[src/ifsf_pkg.sv]
`timescale 1ns / 1ps
`default_nettype none
// ----------------------------------------------------------------------------
// ifsf_pkg
// Shared types and constants of the information frame stuffing framer.
// ----------------------------------------------------------------------------
package ifsf_pkg;

    // line codes
    localparam logic [7:0] FLAG_BYTE  = 8'h7E;
    localparam logic [7:0] ESC_BYTE   = 8'h7D;
    localparam logic [7:0] STUFF_MASK = 8'h20;
    localparam logic [7:0] CTRL_SEQ1  = 8'h40;
    localparam logic [7:0] CTRL_SEQ0  = 8'h00;

    // most line bytes one payload byte can cause
    localparam int unsigned MAX_BURST = 9;
    localparam int unsigned BURST_W   = $clog2(MAX_BURST + 1);
    localparam int unsigned SLOT_W    = $clog2(MAX_BURST);

    // configuration register map
    localparam int unsigned    PADDR_W           = 2;
    localparam logic [PADDR_W-1:0] ADDR_STATION  = 2'd0;
    localparam logic [7:0]     STATION_RESET     = 8'd3;

    // line bytes caused by one payload byte
    typedef struct packed {
        logic [MAX_BURST-1:0][7:0] bytes;
        logic [BURST_W-1:0]        count;
        logic                      closes;
    } burst_t;

    // byte must be escaped on the line
    function automatic logic needs_stuff(input logic [7:0] b);
        return (b == FLAG_BYTE) || (b == ESC_BYTE);
    endfunction

endpackage
`default_nettype wire

[src/ifsf_burst.sv]
`timescale 1ns / 1ps
`default_nettype none
// ----------------------------------------------------------------------------
// ifsf_burst
// Packs the header, stuffed payload byte, stuffed BCC2 and closing flag that
// one payload byte causes into a burst, and gives the next frame state.
// ----------------------------------------------------------------------------
module ifsf_burst
(
    input  wire logic [7:0]      station_address,
    input  wire logic            inside_frame,
    input  wire logic [7:0]      payload_xor,
    input  wire logic [7:0]      payload_byte,
    input  wire logic            final_byte,
    input  wire logic            sequence_bit,
    output ifsf_pkg::burst_t     burst,
    output logic                 inside_next,
    output logic [7:0]           xor_next
);

    logic [7:0]                      ctrl;
    logic [7:0]                      xor_sum;
    logic [ifsf_pkg::BURST_W-1:0]    pos;

    // control byte and running check
    assign ctrl    = sequence_bit ? ifsf_pkg::CTRL_SEQ1 : ifsf_pkg::CTRL_SEQ0;
    assign xor_sum = (inside_frame ? payload_xor : 8'h00) ^ payload_byte;

    // pack the burst in line order
    always_comb
    begin
        burst       = '0;
        pos         = '0;
        if (!inside_frame)
        begin
            burst.bytes[0] = ifsf_pkg::FLAG_BYTE;
            burst.bytes[1] = station_address;
            burst.bytes[2] = ctrl;
            burst.bytes[3] = station_address ^ ctrl;
            pos            = ifsf_pkg::BURST_W'(4);
        end
        if (ifsf_pkg::needs_stuff(payload_byte))
        begin
            burst.bytes[pos[ifsf_pkg::SLOT_W-1:0]] = ifsf_pkg::ESC_BYTE;
            pos = pos + 1'b1;
            burst.bytes[pos[ifsf_pkg::SLOT_W-1:0]] = payload_byte ^ ifsf_pkg::STUFF_MASK;
        end
        else
        begin
            burst.bytes[pos[ifsf_pkg::SLOT_W-1:0]] = payload_byte;
        end
        pos = pos + 1'b1;
        if (final_byte)
        begin
            if (ifsf_pkg::needs_stuff(xor_sum))
            begin
                burst.bytes[pos[ifsf_pkg::SLOT_W-1:0]] = ifsf_pkg::ESC_BYTE;
                pos = pos + 1'b1;
                burst.bytes[pos[ifsf_pkg::SLOT_W-1:0]] = xor_sum ^ ifsf_pkg::STUFF_MASK;
            end
            else
            begin
                burst.bytes[pos[ifsf_pkg::SLOT_W-1:0]] = xor_sum;
            end
            pos = pos + 1'b1;
            burst.bytes[pos[ifsf_pkg::SLOT_W-1:0]] = ifsf_pkg::FLAG_BYTE;
            pos = pos + 1'b1;
        end
        burst.count  = pos;
        burst.closes = final_byte;
    end

    // frame state after this byte
    assign inside_next = !final_byte;
    assign xor_next    = final_byte ? 8'h00 : xor_sum;

endmodule
`default_nettype wire

[src/info_frame_stuffing_framer.sv]
`timescale 1ns / 1ps
`default_nettype none
// ----------------------------------------------------------------------------
// info_frame_stuffing_framer
// Builds stuffed information frames (flag, address, control, BCC1, payload,
// BCC2, flag) from a stream of payload bytes, one line byte per unstalled cycle.
// ----------------------------------------------------------------------------
// Each payload byte becomes a burst of 1 to 9 line bytes (4 header bytes on
// the first byte of a frame, 1 or 2 for the stuffed byte, and on the final
// byte 1 or 2 for BCC2 plus the closing flag). The burst is built in the
// cycle the byte is taken and held in a burst register; the output register
// sends one line byte per cycle while out_stall is low, so a payload byte
// holds the block until its line bytes (1 mid-frame, 2 stuffed, up to 9) go.
// The next payload byte is taken in the cycle the last byte of the current
// burst moves to the output register, so the line runs without gaps.
// station_address lies at byte address 0 and is used from the next header on.
module info_frame_stuffing_framer
(
    input  wire logic                          clk,
    input  wire logic                          rst_n,
    // configuration
    input  wire logic                          psel,
    input  wire logic                          penable,
    input  wire logic                          pwrite,
    input  wire logic [ifsf_pkg::PADDR_W-1:0]  paddr,
    input  wire logic [31:0]                   pwdata,
    output logic      [31:0]                   prdata,
    output logic                               pready,
    // payload byte input
    input  wire logic                          in_valid,
    output logic                               in_stall,
    input  wire logic [7:0]                    payload_byte,
    input  wire logic                          final_byte,
    input  wire logic                          sequence_bit,
    // line byte output
    output logic                               out_valid,
    input  wire logic                          out_stall,
    output logic      [7:0]                    line_byte,
    output logic                               run_last,
    output logic                               frame_done
);

    logic [7:0]                       addr_reg;
    logic                             inside_reg;
    logic                             inside_next;
    logic [7:0]                       xor_reg;
    logic [7:0]                       xor_next;
    ifsf_pkg::burst_t                 burst_reg;
    ifsf_pkg::burst_t                 burst_next;
    logic                             burst_valid_reg;
    logic [ifsf_pkg::BURST_W-1:0]     idx_reg;
    logic                             out_valid_reg;
    logic [7:0]                       out_byte_reg;
    logic                             out_last_reg;
    logic                             out_done_reg;
    logic                             cfg_write;
    logic                             in_xfer;
    logic                             out_free;
    logic                             emit;
    logic                             burst_end;

    // configuration port
    assign pready    = 1'b1;
    assign cfg_write = psel && penable && pwrite && pready;
    assign prdata    = (paddr == ifsf_pkg::ADDR_STATION) ? {24'h0, addr_reg} : 32'h0;

    always_ff @(posedge clk or negedge rst_n)
    begin
        if (!rst_n)
        begin
            addr_reg <= ifsf_pkg::STATION_RESET;
        end
        else if (cfg_write && (paddr == ifsf_pkg::ADDR_STATION))
        begin
            addr_reg <= pwdata[7:0];
        end
    end

    // burst builder
    ifsf_burst u_burst
    (
        .station_address (addr_reg),
        .inside_frame    (inside_reg),
        .payload_xor     (xor_reg),
        .payload_byte    (payload_byte),
        .final_byte      (final_byte),
        .sequence_bit    (sequence_bit),
        .burst           (burst_next),
        .inside_next     (inside_next),
        .xor_next        (xor_next)
    );

    // handshake control
    assign out_free  = !out_valid_reg || !out_stall;
    assign emit      = burst_valid_reg && out_free;
    assign burst_end = (idx_reg == burst_reg.count - 1'b1);
    assign in_stall  = burst_valid_reg && !(out_free && burst_end);
    assign in_xfer   = in_valid && !in_stall;

    // frame state and burst register
    always_ff @(posedge clk or negedge rst_n)
    begin
        if (!rst_n)
        begin
            inside_reg      <= 1'b0;
            xor_reg         <= 8'h00;
            burst_valid_reg <= 1'b0;
            idx_reg         <= '0;
        end
        else if (in_xfer)
        begin
            inside_reg      <= inside_next;
            xor_reg         <= xor_next;
            burst_valid_reg <= 1'b1;
            idx_reg         <= '0;
        end
        else if (emit)
        begin
            if (burst_end)
            begin
                burst_valid_reg <= 1'b0;
                idx_reg         <= '0;
            end
            else
            begin
                idx_reg <= idx_reg + 1'b1;
            end
        end
    end

    always_ff @(posedge clk)
    begin
        if (in_xfer)
        begin
            burst_reg <= burst_next;
        end
    end

    // output register
    always_ff @(posedge clk or negedge rst_n)
    begin
        if (!rst_n)
        begin
            out_valid_reg <= 1'b0;
        end
        else if (out_free)
        begin
            out_valid_reg <= burst_valid_reg;
        end
    end

    always_ff @(posedge clk)
    begin
        if (emit)
        begin
            out_byte_reg <= burst_reg.bytes[idx_reg[ifsf_pkg::SLOT_W-1:0]];
            out_last_reg <= burst_end;
            out_done_reg <= burst_end && burst_reg.closes;
        end
    end

    assign out_valid  = out_valid_reg;
    assign line_byte  = out_byte_reg;
    assign run_last   = out_last_reg;
    assign frame_done = out_done_reg;

endmodule
`default_nettype wire

[config.mk]
export PLATFORM = sky130hd
export DESIGN_NAME = info_frame_stuffing_framer
export DESIGN_NICKNAME = d
export VERILOG_FILES = /design/src/ifsf_pkg.sv /design/src/ifsf_burst.sv /design/src/info_frame_stuffing_framer.sv
export SDC_FILE = /design/constraint.sdc
export NUM_CORES = 1
export LEC_CHECK = 0
export BUFFER_PORTS_ARGS = -buffer_cell sky130_fd_sc_hd__buf_2
export CAP_MARGIN = 20
export CORE_ASPECT_RATIO = 1.2
export CORE_MARGIN = 10
export CORE_UTILIZATION = 39
export CTS_BUF_LIST = sky130_fd_sc_hd__clkbuf_8
export DETAILED_ROUTE_END_ITERATION = 8
export MAX_ROUTING_LAYER = met4
export SLEW_MARGIN = 20
export SYNTH_ARGS = -nofsm -noshare
export SYNTH_HDL_FRONTEND = slang
export SYNTH_SLANG_ARGS = --single-unit
[constraint.sdc]
create_clock -name clk -period 7.15 [get_ports clk]
set_input_delay 1.7875 -clock clk [delete_from_list [all_inputs] [get_ports clk]]
set_output_delay 1.7875 -clock clk [all_outputs]
set_load 0.1 [all_outputs]
==> run metrics <==
worst-margin pin slew 0.973 ns; dpl cells about 670; largest net degree at the start of global routing 63; global route overflow 0; clock latency on the worst-skew pair around 0.37 ns; Worst Setup End Kind primary output; Clock Pin Slew Worst Setup and Hold Paths ~0.09 ns; DRT Wirelength 12400 um; r2r setup slk 3.12 ns; Initial DRC Count 356; post-CTS setup buffers 0; crit path DAT 2.99 ns; crit-path cells buf_2 -> nor2_1 -> and2_1 -> buf_2; Die Height between 150 and 200 um; RSZ-0062 raised after global routing no; top_reg_cell synth edfxtp_1; async set or reset register ratio after synthesis 22.3%; CP startpoint kind input pin; Yosys cell types 63; WP data required 5.36 ns; GRT Resource Usage Total 13.3%; FILL cells 1335; Final ANT Viol Nets 0; Setup Crit Path Kind input pin to primary output; CTS tree done; Ys Warns 0; DR vias 3551; #FFs+latches synth 103; vias per cell 5.21; EDFF count, synth 80; Max-slew headroom 35.2%; clock skew around 0.006 ns; number of port buffers 46; cts repair resizes 0; Max Freq 209 MHz; Post-Syn Instances 475; H-tree depth 3; P_leak 2.32 nW; I/O Pins 96; Die Wd 129 um; syn avg cell area 11.6 um2; GP Congestion ~0.85; cell area after synthesis 5530 um2; layout cell share with drive strength beyond 1 about a fifth; Yosys top cell by area edfxtp_1; Synth area leaders edfxtp_1, dfrtp_1, mux4_2; CTS max path bufs 2; Most common cell on crit path buf_2; clock sink count 103; Routed WL per cell between 15 and 20 um; commonest non-fill, non-tap cell in the layout edfxtp_1; Final Hold Violating Endpoints 0; vias in the first global route 3667; Initial Util 39.8%; Initial DRT Pass Iterations 4; Synth-to-Final Area Change 7.56%; Tightest Hold Check Type register to register; min cycle time layout ~4.8 ns; Largest register FFs 70; worst r2r src inside_reg; Peak supply drop 0.143 mV; crit share post-route 66.8%; PwrDens ~360 nW/um2; Layout Utilization between 40 and 50%; Crit Path Max Fanout 6; core area 13900 um2; run status completed; Critical Path Source paddr[1]; area of the multi-input gates 2250 um2; slowest CP cell nor2_1; cts-stage hold buffer count 0; most frequent cells in the layout edfxtp_1, nand2_1, buf_2, o21ai_0, conb_1; FF+latch area 2980 um2; first-pass GRT wire length 19400 um; Root Driver clkbuf_8; slowest stage delay, CP about 0.44 ns; setup TNS 0 ns; number of max-cap violations 0; initial antenna violation count 0; Final Setup Violations 0; Nets 563; Synth top area share 43.4%; max-slew violation count 0; dpl hpwl 9110 um; Hold Crit Start xor_reg[1]; cts bufs inserted 9; standard-cell row count 47; DRC violations left 0; diodes inserted 0; sequential share of the synthesized area between 50% and 60%; die area 19400 um2; non-filler cells, final 682
[cells in the mapped netlist (2+ instances only)]
| library cell | count |
|---|---|
| o311ai_0 | 4 |
| inv_1 | 17 |
| nand2_1 | 47 |
| buf_2 | 8 |
| xnor2_1 | 14 |
| nand4_1 | 4 |
| buf_1 | 3 |
| a21oi_1 | 11 |
| dfrtp_1 | 21 |
| ha_1 | 6 |
| a22o_1 | 3 |
| mux4_2 | 16 |
| dfstp_2 | 2 |
| o21a_1 | 7 |
| xor2_1 | 9 |
| a31oi_1 | 2 |
| and3_1 | 6 |
| nand4b_1 | 2 |
| buf_4 | 28 |
| conb_1 | 2 |
| nand3_1 | 9 |
| a21o_1 | 4 |
| nand3b_1 | 2 |
| and2_1 | 15 |
| nor3_1 | 7 |
| or2_2 | 2 |
| mux2i_1 | 8 |
| o211ai_1 | 2 |
| o21ai_0 | 37 |
| mux2_2 | 8 |
| edfxtp_1 | 80 |
| nor2b_1 | 13 |
| clkbuf_1 | 14 |
| o21ai_1 | 4 |
| nand2b_1 | 8 |
| nor2_1 | 23 |
[per-layer routing]
| metal | share of wire, % | up-vias | global-route usage (%) |
|---|---|---|---|
| li1 | - | 1724 | - |
| met1 | 42 | 1727 | 15.4 |
| met2 | 51 | 86 | 22.1 |
| met3 | 4.8 | 14 | 2.64 |
| met4 | 2.3 | 0 | 5.64 |
| met5 | 0 | - | - |
[cell families after synthesis]
family | Yosys count | synth area share [%]
compound gates | 87 | 10.0
xor+xnor | 24 | 3.94
fa+ha+maj | 6 | 1.36
buf+inv | 72 | 7.11
flops | 103 | 53.9
mux | 32 | 9.60
other cells | 2 | 0.136
simple gates | 149 | 13.9
[worst max-delay path: cells and delay by family]
family,cells,cell delay (ns)
buffers and inverters,2,0.55
AND/OR/NAND/NOR,2,0.65
[worst paths after layout]
path / endpoint / cells past startpoint
worst max-delay path: prdata[0] / 4
worst min-delay path: xor_reg[1] / 2
worst max register to register: burst_reg[53] / 10
worst min register to register: xor_reg[1] / 2
max in group asynchronous: addr_reg[3] / 1
min in group asynchronous: burst_valid_reg / 1
[area by class of cell]
type / count / share of cell area (%)
sequential: 103 / 50.1
clock inverter: 7 / 0.989
timing repair buffer: 49 / 4.25
inverter: 18 / 1.14
clock buffer: 9 / 2.08
tap: 171 / 3.60
multi-input combinational: 325 / 37.8
[power breakdown]
part | internal (mW) | switching [mW] | leakage (nW)
Clock | 0.157 | 0.197 | 0.103
Sequential | 0.802 | 0.0969 | 1.01
Combinational | 0.282 | 0.604 | 1.20
[through the flow]
step / hold WS [ns] / instance area (um2) / setup WS, ns / power (mW)
global route: 0.545 / 5950 / 2.35 / 2.26
floorplan: 0.455 / 5620 / 1.51 / 1.64
finish: 0.496 / 5950 / 2.37 / 2.14
CTS: 0.499 / 5950 / 2.35 / 2.16
global placement: 0.471 / 5760 / 2.32 / 1.79
detailed placement: 0.479 / 5760 / 2.28 / 1.81
(Power assumes the default switching activity.)
